## config.mk

```make
export PLATFORM = sky130hd
export DESIGN_NAME = video_raster_irq_dma_timing
export DESIGN_NICKNAME = d
export VERILOG_FILES = /design/src/rtl/vrit_pkg.sv /design/src/rtl/video_raster_irq_dma_timing.sv /design/src/rtl/vrit_core.sv
export SDC_FILE = /design/constraint.sdc
export NUM_CORES = 1
export LEC_CHECK = 0
export BUFFER_PORTS_ARGS = -buffer_cell sky130_fd_sc_hd__buf_2
export CORE_MARGIN = 4
export CORE_UTILIZATION = 29
export DETAILED_ROUTE_END_ITERATION = 10
export HOLD_SLACK_MARGIN = 0.12
export SLEW_MARGIN = 40
export SYNTH_ARGS = -nofsm -noshare
export SYNTH_HDL_FRONTEND = slang
export SYNTH_SLANG_ARGS = --single-unit
```

## constraint.sdc

```tcl
create_clock -name clk -period 8.15 [get_ports clk]
set_input_delay 1.63 -clock clk [delete_from_list [all_inputs] [get_ports clk]]
set_output_delay 1.63 -clock clk [all_outputs]
set_load 0.005 [all_outputs]
```

## src/rtl/vrit_pkg.sv

```systemverilog
// ----------------------------------------------------------------------------
// vrit_pkg
// shared types and constants for the raster, interrupt and bus timing block
// ----------------------------------------------------------------------------
package vrit_pkg;

	localparam int FIRST_BAD_LINE = 48;
	localparam int LAST_BAD_LINE = 247;
	localparam int SPRITE_COUNT = 8;

	typedef enum logic [1:0] {
		CMD_TICK  = 2'd0,
		CMD_READ  = 2'd1,
		CMD_WRITE = 2'd2,
		CMD_PEN   = 2'd3
	} cmd_t;

	localparam logic [5:0] REG_CTRL1 = 6'h11;
	localparam logic [5:0] REG_RASTER = 6'h12;
	localparam logic [5:0] REG_PENX = 6'h13;
	localparam logic [5:0] REG_PENY = 6'h14;
	localparam logic [5:0] REG_SPEN = 6'h15;
	localparam logic [5:0] REG_YEXP = 6'h17;
	localparam logic [5:0] REG_IRQ = 6'h19;
	localparam logic [5:0] REG_IMASK = 6'h1a;

	localparam logic CFG_LINES = 1'b0;
	localparam logic CFG_CYCLES = 1'b1;

	typedef struct packed {
		logic [1:0] cmd;
		logic [5:0] addr;
		logic [7:0] wdata;
	} in_item_t;

	typedef struct packed {
		logic [7:0] rdata;
		logic       irq_line;
		logic       bus_available;
	} out_item_t;

endpackage

```

## src/rtl/video_raster_irq_dma_timing.sv

```systemverilog
// ----------------------------------------------------------------------------
// video_raster_irq_dma_timing
// raster line, interrupt and bus timing block with register file
// ----------------------------------------------------------------------------
// One item per clock: every tick, register access or pen strobe is handled by
// the state update logic and its result is held in the output registers from
// the next cycle on. The input is stalled while those registers hold a result
// that the downstream side has not yet taken, and after each cycles_per_line
// write while the next line cycle and action position are reduced to the new
// line length.
module video_raster_irq_dma_timing (
	input  logic                clk,
	input  logic                arst_n,
	input  logic                in_valid,
	output logic                in_stall,
	input  vrit_pkg::in_item_t  in_item,
	output logic                out_valid,
	input  logic                out_stall,
	output vrit_pkg::out_item_t out_item,
	input  logic                cfg_we,
	input  logic                cfg_index,
	input  logic [8:0]          cfg_wdata
);

	logic [8:0] lines_q;
	logic [6:0] cycles_q;
	logic       go;
	logic       cyc_wr;
	logic       busy;
	vrit_pkg::out_item_t res;

	assign in_stall = busy || (out_valid && out_stall);
	assign go = in_valid && !in_stall;
	assign cyc_wr = cfg_we && cfg_index == vrit_pkg::CFG_CYCLES;
	assign out_item = res;

	always_ff @(posedge clk or negedge arst_n) begin
		if (!arst_n) begin
			lines_q <= 9'd312;
			cycles_q <= 7'd63;
		end else if (cfg_we) begin
			if (cfg_index == vrit_pkg::CFG_LINES) lines_q <= cfg_wdata;
			else cycles_q <= cfg_wdata[6:0];
		end
	end

	vrit_core u_core (
		.clk(clk), .arst_n(arst_n), .go(go), .restart(cyc_wr), .item(in_item),
		.lines_per_frame(lines_q), .cycles_per_line(cycles_q), .busy(busy), .res(res)
	);

	always_ff @(posedge clk or negedge arst_n) begin
		if (!arst_n) out_valid <= 1'b0;
		else if (!out_valid || !out_stall) out_valid <= go;
	end

endmodule

```

## src/rtl/vrit_core.sv

```systemverilog
// ----------------------------------------------------------------------------
// vrit_core
// state of the raster timing block, updated once per accepted item and after a line length change
// ----------------------------------------------------------------------------
module vrit_core (
	input  logic                 clk,
	input  logic                 arst_n,
	input  logic                 go,
	input  logic                 restart,
	input  vrit_pkg::in_item_t   item,
	input  logic [8:0]           lines_per_frame,
	input  logic [6:0]           cycles_per_line,
	output logic                 busy,
	output vrit_pkg::out_item_t  res
);

	logic [7:0] rf_q [64];
	logic [7:0] rf_rd_q;
	logic [63:0] vld_q;
	logic [7:0] ctrl1_q, spen_q, yexp_q;
	logic [7:0] spy_q [8];
	logic [6:0] lc_q;
	logic [8:0] rl_q, rc_q;
	logic [2:0] fsy_q;
	logic       bla_q, bln_q, vb_q, pl_q, bus_q;
	logic [7:0] px_q, py_q, fl_q, dma_q, tog_q;
	logic [3:0] mask_q;
	logic [7:0] sbc_q [8];
	logic [7:0] rd_q;
	logic       mem_q;

	logic [7:0] nlc_q, npos_q, rem1_q, rem2_q, div1_q, div2_q;
	logic [2:0] step_q;
	logic       busy_q;
	logic [7:0] nlc_inc, npos_inc, step1, step2;
	logic [6:0] lc_ld;

	logic [6:0] lc_n_o;
	logic [6:0] pos;
	logic [8:0] rl_n, rc_n, last_line, rl_inc;
	logic [2:0] fsy_n;
	logic       bla_n, bln_n, vb_n, pl_n, bus_n, mem_n;
	logic [7:0] px_n, py_n, fl_n, dma_n, tog_n, rd, yexp, en, nd;
	logic [3:0] mask_n;
	logic [7:0] sbc_n [8];
	logic [7:0] m;
	logic       den;

	assign m = (cycles_per_line == 7'd0) ? 8'd128 : {1'b0, cycles_per_line};
	assign last_line = lines_per_frame - 9'd1;
	assign den = ctrl1_q[4];
	assign busy = busy_q;
	assign res = {rd_q | (mem_q ? rf_rd_q : 8'h00), fl_q[7], bus_q};

	function automatic logic [7:0] rem_step(input logic [7:0] r, input logic b,
		input logic [7:0] md);
		logic [7:0] t;
		t = {r[6:0], b};
		return (t >= md) ? t - md : t;
	endfunction

	always_comb begin
		rl_inc = rl_q + 9'd1;
		nlc_inc = (nlc_q + 8'd1 == m) ? 8'd0 : nlc_q + 8'd1;
		npos_inc = (npos_q + 8'd1 == m) ? 8'd0 : npos_q + 8'd1;
		pos = npos_q[6:0];
		lc_ld = go ? lc_n_o : lc_q;
		step1 = rem_step(rem1_q, div1_q[7], m);
		step2 = rem_step(rem2_q, div2_q[7], m);
	end

	always_comb begin
		lc_n_o = lc_q; rl_n = rl_q; rc_n = rc_q; fsy_n = fsy_q; bla_n = bla_q;
		bln_n = bln_q; vb_n = vb_q; pl_n = pl_q; bus_n = bus_q; px_n = px_q;
		py_n = py_q; fl_n = fl_q; dma_n = dma_q; tog_n = tog_q; mask_n = mask_q;
		rd = '0; mem_n = 1'b0; yexp = yexp_q; en = spen_q;
		nd = '0;
		for (int i = 0; i < 8; i++) sbc_n[i] = sbc_q[i];
		case (vrit_pkg::cmd_t'(item.cmd))
			vrit_pkg::CMD_TICK: begin
				lc_n_o = nlc_q[6:0];
				case (pos)
					7'd0: begin
						tog_n = tog_q ^ yexp;
						dma_n = dma_q;
						for (int i = 0; i < 8; i++)
							if (en[i] && rl_q[7:0] == spy_q[i]) begin
								dma_n[i] = 1'b1;
								sbc_n[i] = '0;
								if (yexp[i]) tog_n[i] = 1'b0;
							end
						bus_n = !dma_n[0];
					end
					7'd2:  if (dma_q[1]) bus_n = 1'b0;
					7'd3:  if (dma_q[1:0] == 2'b0) bus_n = 1'b1;
					7'd4:  if (dma_q[2]) bus_n = 1'b0;
					7'd5:  if (dma_q[2:1] == 2'b0) bus_n = 1'b1;
					7'd6:  if (dma_q[3]) bus_n = 1'b0;
					7'd7:  if (dma_q[3:2] == 2'b0) bus_n = 1'b1;
					7'd8:  if (dma_q[4]) bus_n = 1'b0;
					7'd9: begin
						if (rl_q == last_line) vb_n = 1'b1;
						else begin
							rl_n = rl_inc;
							if (rl_inc == rc_q) fl_n[0] = 1'b1;
						end
						if (dma_q[4:3] == 2'b0) bus_n = 1'b1;
					end
					7'd10: begin
						if (vb_q) begin
							vb_n = 1'b0; pl_n = 1'b0; rl_n = '0;
							if (rc_q == 9'd0) fl_n[0] = 1'b1;
						end
						if (dma_q[5]) bus_n = 1'b0;
					end
					7'd11: if (dma_q[5:4] == 2'b0) bus_n = 1'b1;
					7'd12: if (dma_q[6]) bus_n = 1'b0;
					7'd13: if (dma_q[6:5] == 2'b0) bus_n = 1'b1;
					7'd14: if (dma_q[7]) bus_n = 1'b0;
					7'd15: if (dma_q[7:6] == 2'b0) bus_n = 1'b1;
					7'd17: if (!dma_q[7]) bus_n = 1'b1;
					7'd19: bus_n = 1'b1;
					7'd20: begin
						if (rl_q == 9'(vrit_pkg::FIRST_BAD_LINE)) bla_n = den;
						bln_n = rl_q >= 9'(vrit_pkg::FIRST_BAD_LINE)
							&& rl_q <= 9'(vrit_pkg::LAST_BAD_LINE)
							&& rl_q[2:0] == fsy_q && bla_n;
						if (bln_n) bus_n = 1'b0;
					end
					7'd23: for (int i = 0; i < 8; i++)
						if (tog_q[i]) sbc_n[i] = sbc_q[i] + 8'd2;
					7'd24: for (int i = 0; i < 8; i++) begin
						if (tog_q[i]) sbc_n[i] = sbc_q[i] + 8'd1;
						if (sbc_n[i][5:0] == 6'h3f) dma_n[i] = 1'b0;
					end
					7'd63: bus_n = 1'b1;
					default: ;
				endcase
			end
			vrit_pkg::CMD_READ: begin
				case (item.addr)
					vrit_pkg::REG_CTRL1: rd = {rl_q[8], ctrl1_q[6:0]};
					vrit_pkg::REG_RASTER: rd = rl_q[7:0];
					vrit_pkg::REG_PENX: rd = px_q;
					vrit_pkg::REG_PENY: rd = py_q;
					vrit_pkg::REG_IRQ: rd = fl_q | 8'h70;
					vrit_pkg::REG_IMASK: rd = {4'hf, mask_q};
					default: begin
						if (item.addr < 6'h20) mem_n = vld_q[item.addr];
						else if (item.addr < 6'h2f) begin
							rd = 8'hf0;
							mem_n = vld_q[item.addr];
						end
						else rd = 8'hff;
					end
				endcase
			end
			vrit_pkg::CMD_WRITE: begin
				nd = item.wdata;
				case (item.addr)
					vrit_pkg::REG_CTRL1: begin
						rc_n[8] = nd[7];
						fsy_n = nd[2:0];
						if (lc_q >= 7'd11) begin
							if (rl_q == 9'(vrit_pkg::FIRST_BAD_LINE) && nd[4]) bla_n = 1'b1;
							bln_n = rl_q >= 9'(vrit_pkg::FIRST_BAD_LINE)
								&& rl_q <= 9'(vrit_pkg::LAST_BAD_LINE)
								&& rl_q[2:0] == nd[2:0] && bla_n;
							if (bln_n && lc_q < 7'd53) bus_n = 1'b0;
						end
					end
					vrit_pkg::REG_RASTER: rc_n[7:0] = nd;
					vrit_pkg::REG_YEXP: tog_n = tog_q | ~nd;
					vrit_pkg::REG_IRQ: fl_n[3:0] = fl_q[3:0] & ~nd[3:0];
					vrit_pkg::REG_IMASK: mask_n = nd[3:0];
					default: ;
				endcase
			end
			default: begin
				if (!pl_q) begin
					px_n = {lc_q[5:0], 2'b00};
					py_n = rl_q[7:0];
					pl_n = 1'b1;
					fl_n[3] = 1'b1;
				end
			end
		endcase
		fl_n[7] = (fl_n[3:0] & mask_n) != 4'd0;
	end

	always_ff @(posedge clk) begin
		if (go && item.cmd == vrit_pkg::CMD_WRITE) rf_q[item.addr] <= item.wdata;
		if (go) rf_rd_q <= rf_q[item.addr];
	end

	// copies of the registers that the raster logic reads at fixed places
	always_ff @(posedge clk or negedge arst_n) begin
		if (!arst_n) begin
			ctrl1_q <= '0; spen_q <= '0; yexp_q <= '0; vld_q <= '0;
			for (int i = 0; i < 8; i++) spy_q[i] <= '0;
		end else if (go && item.cmd == vrit_pkg::CMD_WRITE) begin
			vld_q[item.addr] <= 1'b1;
			if (item.addr == vrit_pkg::REG_CTRL1) ctrl1_q <= item.wdata;
			if (item.addr == vrit_pkg::REG_SPEN) spen_q <= item.wdata;
			if (item.addr == vrit_pkg::REG_YEXP) yexp_q <= item.wdata;
			if (item.addr[5:4] == 2'b00 && item.addr[0]) spy_q[item.addr[3:1]] <= item.wdata;
		end
	end

	// next line cycle and action position, re-reduced after a line length change
	always_ff @(posedge clk or negedge arst_n) begin
		if (!arst_n) begin
			nlc_q <= 8'd1; npos_q <= 8'd10; busy_q <= 1'b0; step_q <= '0;
			rem1_q <= '0; rem2_q <= '0; div1_q <= '0; div2_q <= '0;
		end else if (restart) begin
			busy_q <= 1'b1; step_q <= '0; rem1_q <= '0; rem2_q <= '0;
			div1_q <= {1'b0, lc_ld} + 8'd1;
			div2_q <= {1'b0, lc_ld} + 8'd10;
		end else if (busy_q) begin
			rem1_q <= step1; rem2_q <= step2;
			div1_q <= {div1_q[6:0], 1'b0}; div2_q <= {div2_q[6:0], 1'b0};
			step_q <= step_q + 3'd1;
			if (step_q == 3'd7) begin
				busy_q <= 1'b0;
				nlc_q <= step1;
				npos_q <= step2;
			end
		end else if (go && item.cmd == vrit_pkg::CMD_TICK) begin
			nlc_q <= nlc_inc;
			npos_q <= npos_inc;
		end
	end

	always_ff @(posedge clk or negedge arst_n) begin
		if (!arst_n) begin
			lc_q <= '0; rl_q <= 9'd311; rc_q <= '0; fsy_q <= '0; bla_q <= 1'b0;
			bln_q <= 1'b0; vb_q <= 1'b0; pl_q <= 1'b0; bus_q <= 1'b1; px_q <= '0;
			py_q <= '0; fl_q <= '0; dma_q <= '0; tog_q <= 8'hff; mask_q <= '0;
			rd_q <= '0; mem_q <= 1'b0;
			for (int i = 0; i < 8; i++) sbc_q[i] <= '0;
		end else if (go) begin
			lc_q <= lc_n_o; rl_q <= rl_n; rc_q <= rc_n; fsy_q <= fsy_n; bla_q <= bla_n;
			bln_q <= bln_n; vb_q <= vb_n; pl_q <= pl_n; bus_q <= bus_n; px_q <= px_n;
			py_q <= py_n; fl_q <= fl_n; dma_q <= dma_n; tog_q <= tog_n; mask_q <= mask_n;
			rd_q <= rd; mem_q <= mem_n;
			for (int i = 0; i < 8; i++) sbc_q[i] <= sbc_n[i];
		end
	end

`ifndef NO_ASSERTIONS
	a_irq_consistent: assert property (@(posedge clk) disable iff (!arst_n)
		fl_q[7] == ((fl_q[3:0] & mask_q) != 4'd0)) else $error("irq bit inconsistent");
	a_pen_once: assert property (@(posedge clk) disable iff (!arst_n)
		$past(pl_q) && pl_q |-> $stable(px_q)) else $error("pen relatched");
	a_flags_hi: assert property (@(posedge clk) disable iff (!arst_n)
		fl_q[6:4] == 3'd0) else $error("unused flag bits set");
	a_no_accept_busy: assert property (@(posedge clk) disable iff (!arst_n)
		busy_q |-> !go) else $error("item taken while line position is reduced");
	a_cycle_range: assert property (@(posedge clk) disable iff (!arst_n)
		!busy_q |-> (nlc_q < m && npos_q < m)) else $error("line position out of range");
`endif

endmodule
```

Word-level counts from Yosys, hierarchy flattened

Memory sizes are Yosys's and may differ from the RTL's. A register that Yosys moved wholly into a read port is not among the register bits.
Cells that the tools add are included.
W data, S select, Z words.

Register bits after elaboration: 362
Bits in writable memories: 512
Bits of input ports: 31
Memories kept: 1

Memory list:

| memory      | words | width | rd ports | clocked after Yosys merged registers in | wr ports | line            | RTL |
|---|---|---|---|---|---|---|---|
| u_core.rf_q | 64    | 8     | 1        | 1                                       | 1        | vrit_core.sv:17 | `logic [7:0] rf_q [64];` |

Add/subtract/negate cells: 25
$lt $le $gt $ge: 12
Eq/ne operators: 115
Mux-type cells: 175
Bitwise gates (word level): 14
Reductions and logical operators: 93

Operators by type and width:

| cell                   | count |
|---|---|
| $mux W8                | 61 |
| $pmux W64 S3           | 1 |
| $reduce_and A5 Y1      | 17 |
| $mux W1                | 82 |
| $add A8 B1 Y8 const B  | 10 |
| $eq A8 B8 Y1           | 10 |
| $ne A3 B2 Y1 const B   | 23 |
| $add A8 B2 Y8 const B  | 8 |
| $bwmux W64             | 1 |
| $or A64 B64 Y64        | 1 |
| $ne A2 B1 Y1 const B   | 29 |
| $eq A7 B4 Y1 const B   | 8 |
| $eq A6 B5 Y1 const B   | 8 |
| $eq A6 B6 Y1 const B   | 8 |
| $pmux W8 S6            | 1 |
| $reduce_and A6 Y1      | 8 |
| $mux W7                | 6 |
| $eq A7 B5 Y1 const B   | 5 |
| $pmux W8 S2            | 2 |
| $eq A7 B3 Y1 const B   | 4 |
| $demux W8 S3           | 1 |
| $logic_and A1 B1 Y1    | 23 |
| $reduce_and A22 Y1     | 1 |
| $ne A19 B19 Y1 const B | 1 |
| 56 further kinds       | 115 |

Depth between registers and ports, before layout

Depth in word-level cells: 12
Depth in mapped cells: 12

Cells and area by module

From an unflattened synthesis, not the netlist that was laid out.

Cells, all modules: 2796
Area total of the unflattened synthesis: 39044.9 sq um

Modules (own cells, without submodules):

| module                      | instances | cells an instance | area an instance (sq um) |
|---|---|---|---|
| vrit_core                   | 1         | 2754              | 38333.0 |
| video_raster_irq_dma_timing | 1         | 42                | 711.9 |

Worst setup path after synthesis

OpenSTA, ideal clock, no wires.

Path kind: input to register
Start: in in_item[9] (netlist bit)
End: reg u_core.rf_rd_q[2], read port of u_core.rf_q (data pin)
Data arrival time: 3807 ps
Slack: 4072 ps
Cell stages on the path: 7
Path buffers: 4
Cell sequence: buf_2 buf_2 buf_2 clkbuf_1 mux4_2 mux4_2 mux4_2

RTL lines:

| item            | line                              | RTL |
|---|---|---|
| start, declared | video_raster_irq_dma_timing.sv:16 | `input vrit_pkg::in_item_t in_item,` |
| end, declared   | vrit_core.sv:18                   | `logic [7:0] rf_rd_q;` |

Final worst setup path

Start: in out_stall
End: mem u_core.rf_q[16][3] (enable)

Word-level cells in the longest chain between the ends: 7

Ends and longest elaborated chain:

| item                          | line                              | RTL |
|---|---|---|
| start, declared               | video_raster_irq_dma_timing.sv:18 | `input logic out_stall,` |
| $logic_and A1 B1 Y1           | video_raster_irq_dma_timing.sv:32 | `assign in_stall = busy \|\| (out_valid && out_stall);` |
| $logic_or A1 B1 Y1            | video_raster_irq_dma_timing.sv:32 |  |
| $logic_not A1 Y1              | video_raster_irq_dma_timing.sv:33 | `assign go = in_valid && !in_stall;` |
| $logic_and A1 B1 Y1           | video_raster_irq_dma_timing.sv:33 |  |
| net go                        | video_raster_irq_dma_timing.sv:27 | `logic go;` |
| $logic_and A1 B1 Y1           | vrit_core.sv:192                  | `if (go && item.cmd == vrit_pkg::CMD_WRITE) rf_q[item.addr] <= item.wdata;` |
| $mux W1                       | vrit_core.sv:192                  |  |
| $mux W1 (not written as such) | vrit_core.sv:192                  |  |
| end, declared                 | vrit_core.sv:17                   |  |

The timed path passes the listed nets, and every way through them passes these cells.

==> flow_summary_export.csv <==
group,metric,value,unit
status,outcome,"completed",
clock_tree,path_clk_slew,0.06,ns
clock_tree,cts_tree,"built",
synth,ys_types,92,
route,wire_per_inst,21.9,microns
layout,syn2layout_area_growth,14.4,%
grt,overflow,0,
timing,worst_pin_slew,0.880,ns
clock_tree,insertion_delay,0.68,ns
synth,syn-instance-count,2778,
grt,grt_pass1_wl,154,mm
synth,ys_seq_elements,850,
clock_tree,root_buffer,"clkbuf_16",
worst_hold_path,hp-class,"register to register",
route,wirelength,102,mm
timing,fin_crit_sh,0.508,
clock_tree,post_cts_resize_count,0,
timing,final.setup.tns,0,ns
critical_path,cp.arrival,4.44,ns
power,max-vdd-ir-drop,144,uV
timing,finalHoldViolations,0,
route,drtIter0Drc,2550,
synth,yosysWarnings,0,
timing,slew_viol_final,0,
clock_tree,cts_buffers,85,
synth,synth_flop_cell,"edfxtp_1",
timing,rsz0062_at_grt,"false",
clock_tree,hold_buffers,0,
critical_path,required,8.44,ns
route,vias_per_cell,5.14,
floorplan,core,134000,sq um
route,drc_errors,0,
synth,avgSynthCellArea,14.1,sq um
synth,synth_edf_count,520,
route,drt-pass1-iter-count,5,
timing,finalClockSkew,0.0330,ns
worst_hold_path,holdPathStages,1,
critical_path,crit_type,"input port to register",
critical_path,reg2reg_depth,9,
power,powerDensity,248,nW/um^2
route,routed-via-count,23924,
timing,worst_hold_slack,0.465,ns
floorplan,start_util,0.293,
placement,io_buffers,42,
power,leakage,16.5,nW
critical_path,path_max_fanout,21,
floorplan,chipHeight,375,microns
critical_path,startpoint_type,"input port",
floorplan,io_pins,43,
flow_run,drv_cap,0,
timing,min_period,4.14,ns
placement,place_hpwl,64.6,mm
route,ant_nets,0,
clock_tree,htreeDepth,3,
layout,mostFrequentLayoutCells,"edfxtp_1, dfrtp_1, mux4_2",
grt,first_global_vias,23582,
timing,max_freq,241,MHz
synth,synth_area,39200,sq um
layout,nNetsFinal,2903,
synth,ys_seq_area_frac,0.610,
floorplan,fp.dieW,375,microns
placement,post-place-ws,3.19,ns
synth,async_flop_share,0.388,
grt,grt_start_max_net_pins,97,
clock_tree,cts_max_path_buffers,3,
clock_tree,post_cts_buffers,0,
critical_path,cp-end-kind,"register",
grt,grt_use_total,0.143,
floorplan,rows,134,
timing,slew_headroom,0.407,
clock_tree,cts_sinks,850,
floorplan,die-area,141000,sq um
timing,fin_ws,4.01,ns
timing,setup_viol_count_final,0,
grt,antenna_found_initial,8,
placement,place_congestion,0.843,
synth,synth.net_count,2867,
layout,layout-drive-gt1-share,0.248,
layout,final_common_cell,"edfxtp_1",
## synthesized netlist by cell type (59+ instances only)
| library cell | instances | area share |
|---|---|---|
| edfxtp_1 | 520 | 0.40 |
| xnor2_1 | 110 | 0.025 |
| mux2_2 | 122 | 0.035 |
| nand3_1 | 74 | 0.0095 |
| nand2_1 | 178 | 0.017 |
| nor3_1 | 59 | 0.0075 |
| nor2_1 | 162 | 0.016 |
| mux4_2 | 183 | 0.11 |
| clkbuf_1 | 125 | 0.012 |
| a21oi_1 | 119 | 0.015 |
| dfrtp_1 | 302 | 0.19 |
| o21ai_0 | 148 | 0.019 |
## flip-flops by register name, summed over array words and instances (netlist names), 9 cells and up
register,count
u_core.rc_q,9
u_core.rf_q,512
lines_q,9
u_core.sbc_q,48
u_core.spy_q,64
u_core.vld_q,48
u_core.rl_q,9
## worst max-delay path, stage by stage
cell and delay, ns:
buf_2 0.11, a21oi_1 0.47, nand2_1 0.10, buf_4 0.25
inv_2 0.42, nand2_1 0.47, nor2_1 0.21, nand2_1 0.14
nor2_2 0.61
## per-layer routing
| metal | track usage | share of wire | wire length, microns | vias to the layer above |
|---|---|---|---|---|
| met5 | 0 | 0.00027 | 27 | - |
| met4 | 0.0353 | 0.025 | 2520 | 4 |
| met3 | 0.0375 | 0.084 | 8540 | 151 |
| met2 | 0.216 | 0.45 | 45500 | 850 |
| met1 | 0.205 | 0.44 | 45100 | 12253 |
| li1 | - | - | - | 10666 |
## report_power, final
group          internal (mW)  switching [mW]
Combinational          0.763            1.04
Clock                   2.38            1.74
Sequential              4.84           0.366
Total                   7.98            3.14
## layout make-up
cell class	instances	area, sq um
clock inverters	47	591
well taps	1768	2210
flip-flops and latches	850	23900
clock buffers	108	2340
multi-input cells	1707	14600
inverters	57	214
diodes	3	7.51
fillers	12937	89000
repair buffers	113	896
## worst paths after layout
path | from | endpoint | slack (ns)
worst min register to register | u_core.vld_q[28]$_DFFE_PN0P_ | u_core.vld_q[28]$_DFFE_PN0P_ | 0.46
worst max register to register | u_core.busy$_DFF_PN0_ | u_core.rf_q[16][3]$_DFFE_PP_ | 4.30
min in group asynchronous | arst_n | u_core.rem1_q[5]$_DFFE_PN0P_ | 0.86
worst max-delay path | out_stall | u_core.rf_q[16][3]$_DFFE_PP_ | 4.01
max in group asynchronous | arst_n | u_core.busy$_DFF_PN0_ | 5.77
worst min-delay path | u_core.vld_q[28]$_DFFE_PN0P_ | u_core.vld_q[28]$_DFFE_PN0P_ | 0.46
## through the flow
| stage | total power, mW | instances | area [sq um] | utilization |
|---|---|---|---|---|
| 6_report | 11.1 | 4653 | 44800 | 0.335 |
| 5_1_grt | 11.7 | 4650 | 44800 | 0.335 |
| 4_1_cts | 11.2 | 4649 | 44700 | 0.334 |
| 3_5_place_dp | 7.08 | 4494 | 41800 | 0.312 |
| 3_3_place_gp | 7.03 | 4489 | 41600 | 0.311 |
| 2_1_floorplan | 6.46 | 2778 | 39200 | - |
## kinds of logic after synthesis
group,count (synthesis),synth area share
simple gates,690,0.0872
fa+ha+maj,58,0.0189
xor+xnor,145,0.0328
compound gates,474,0.0788
flops,850,0.610
buf+inv,221,0.0226
mux,340,0.149
Note: power is estimated with default switching activity, not from simulation.
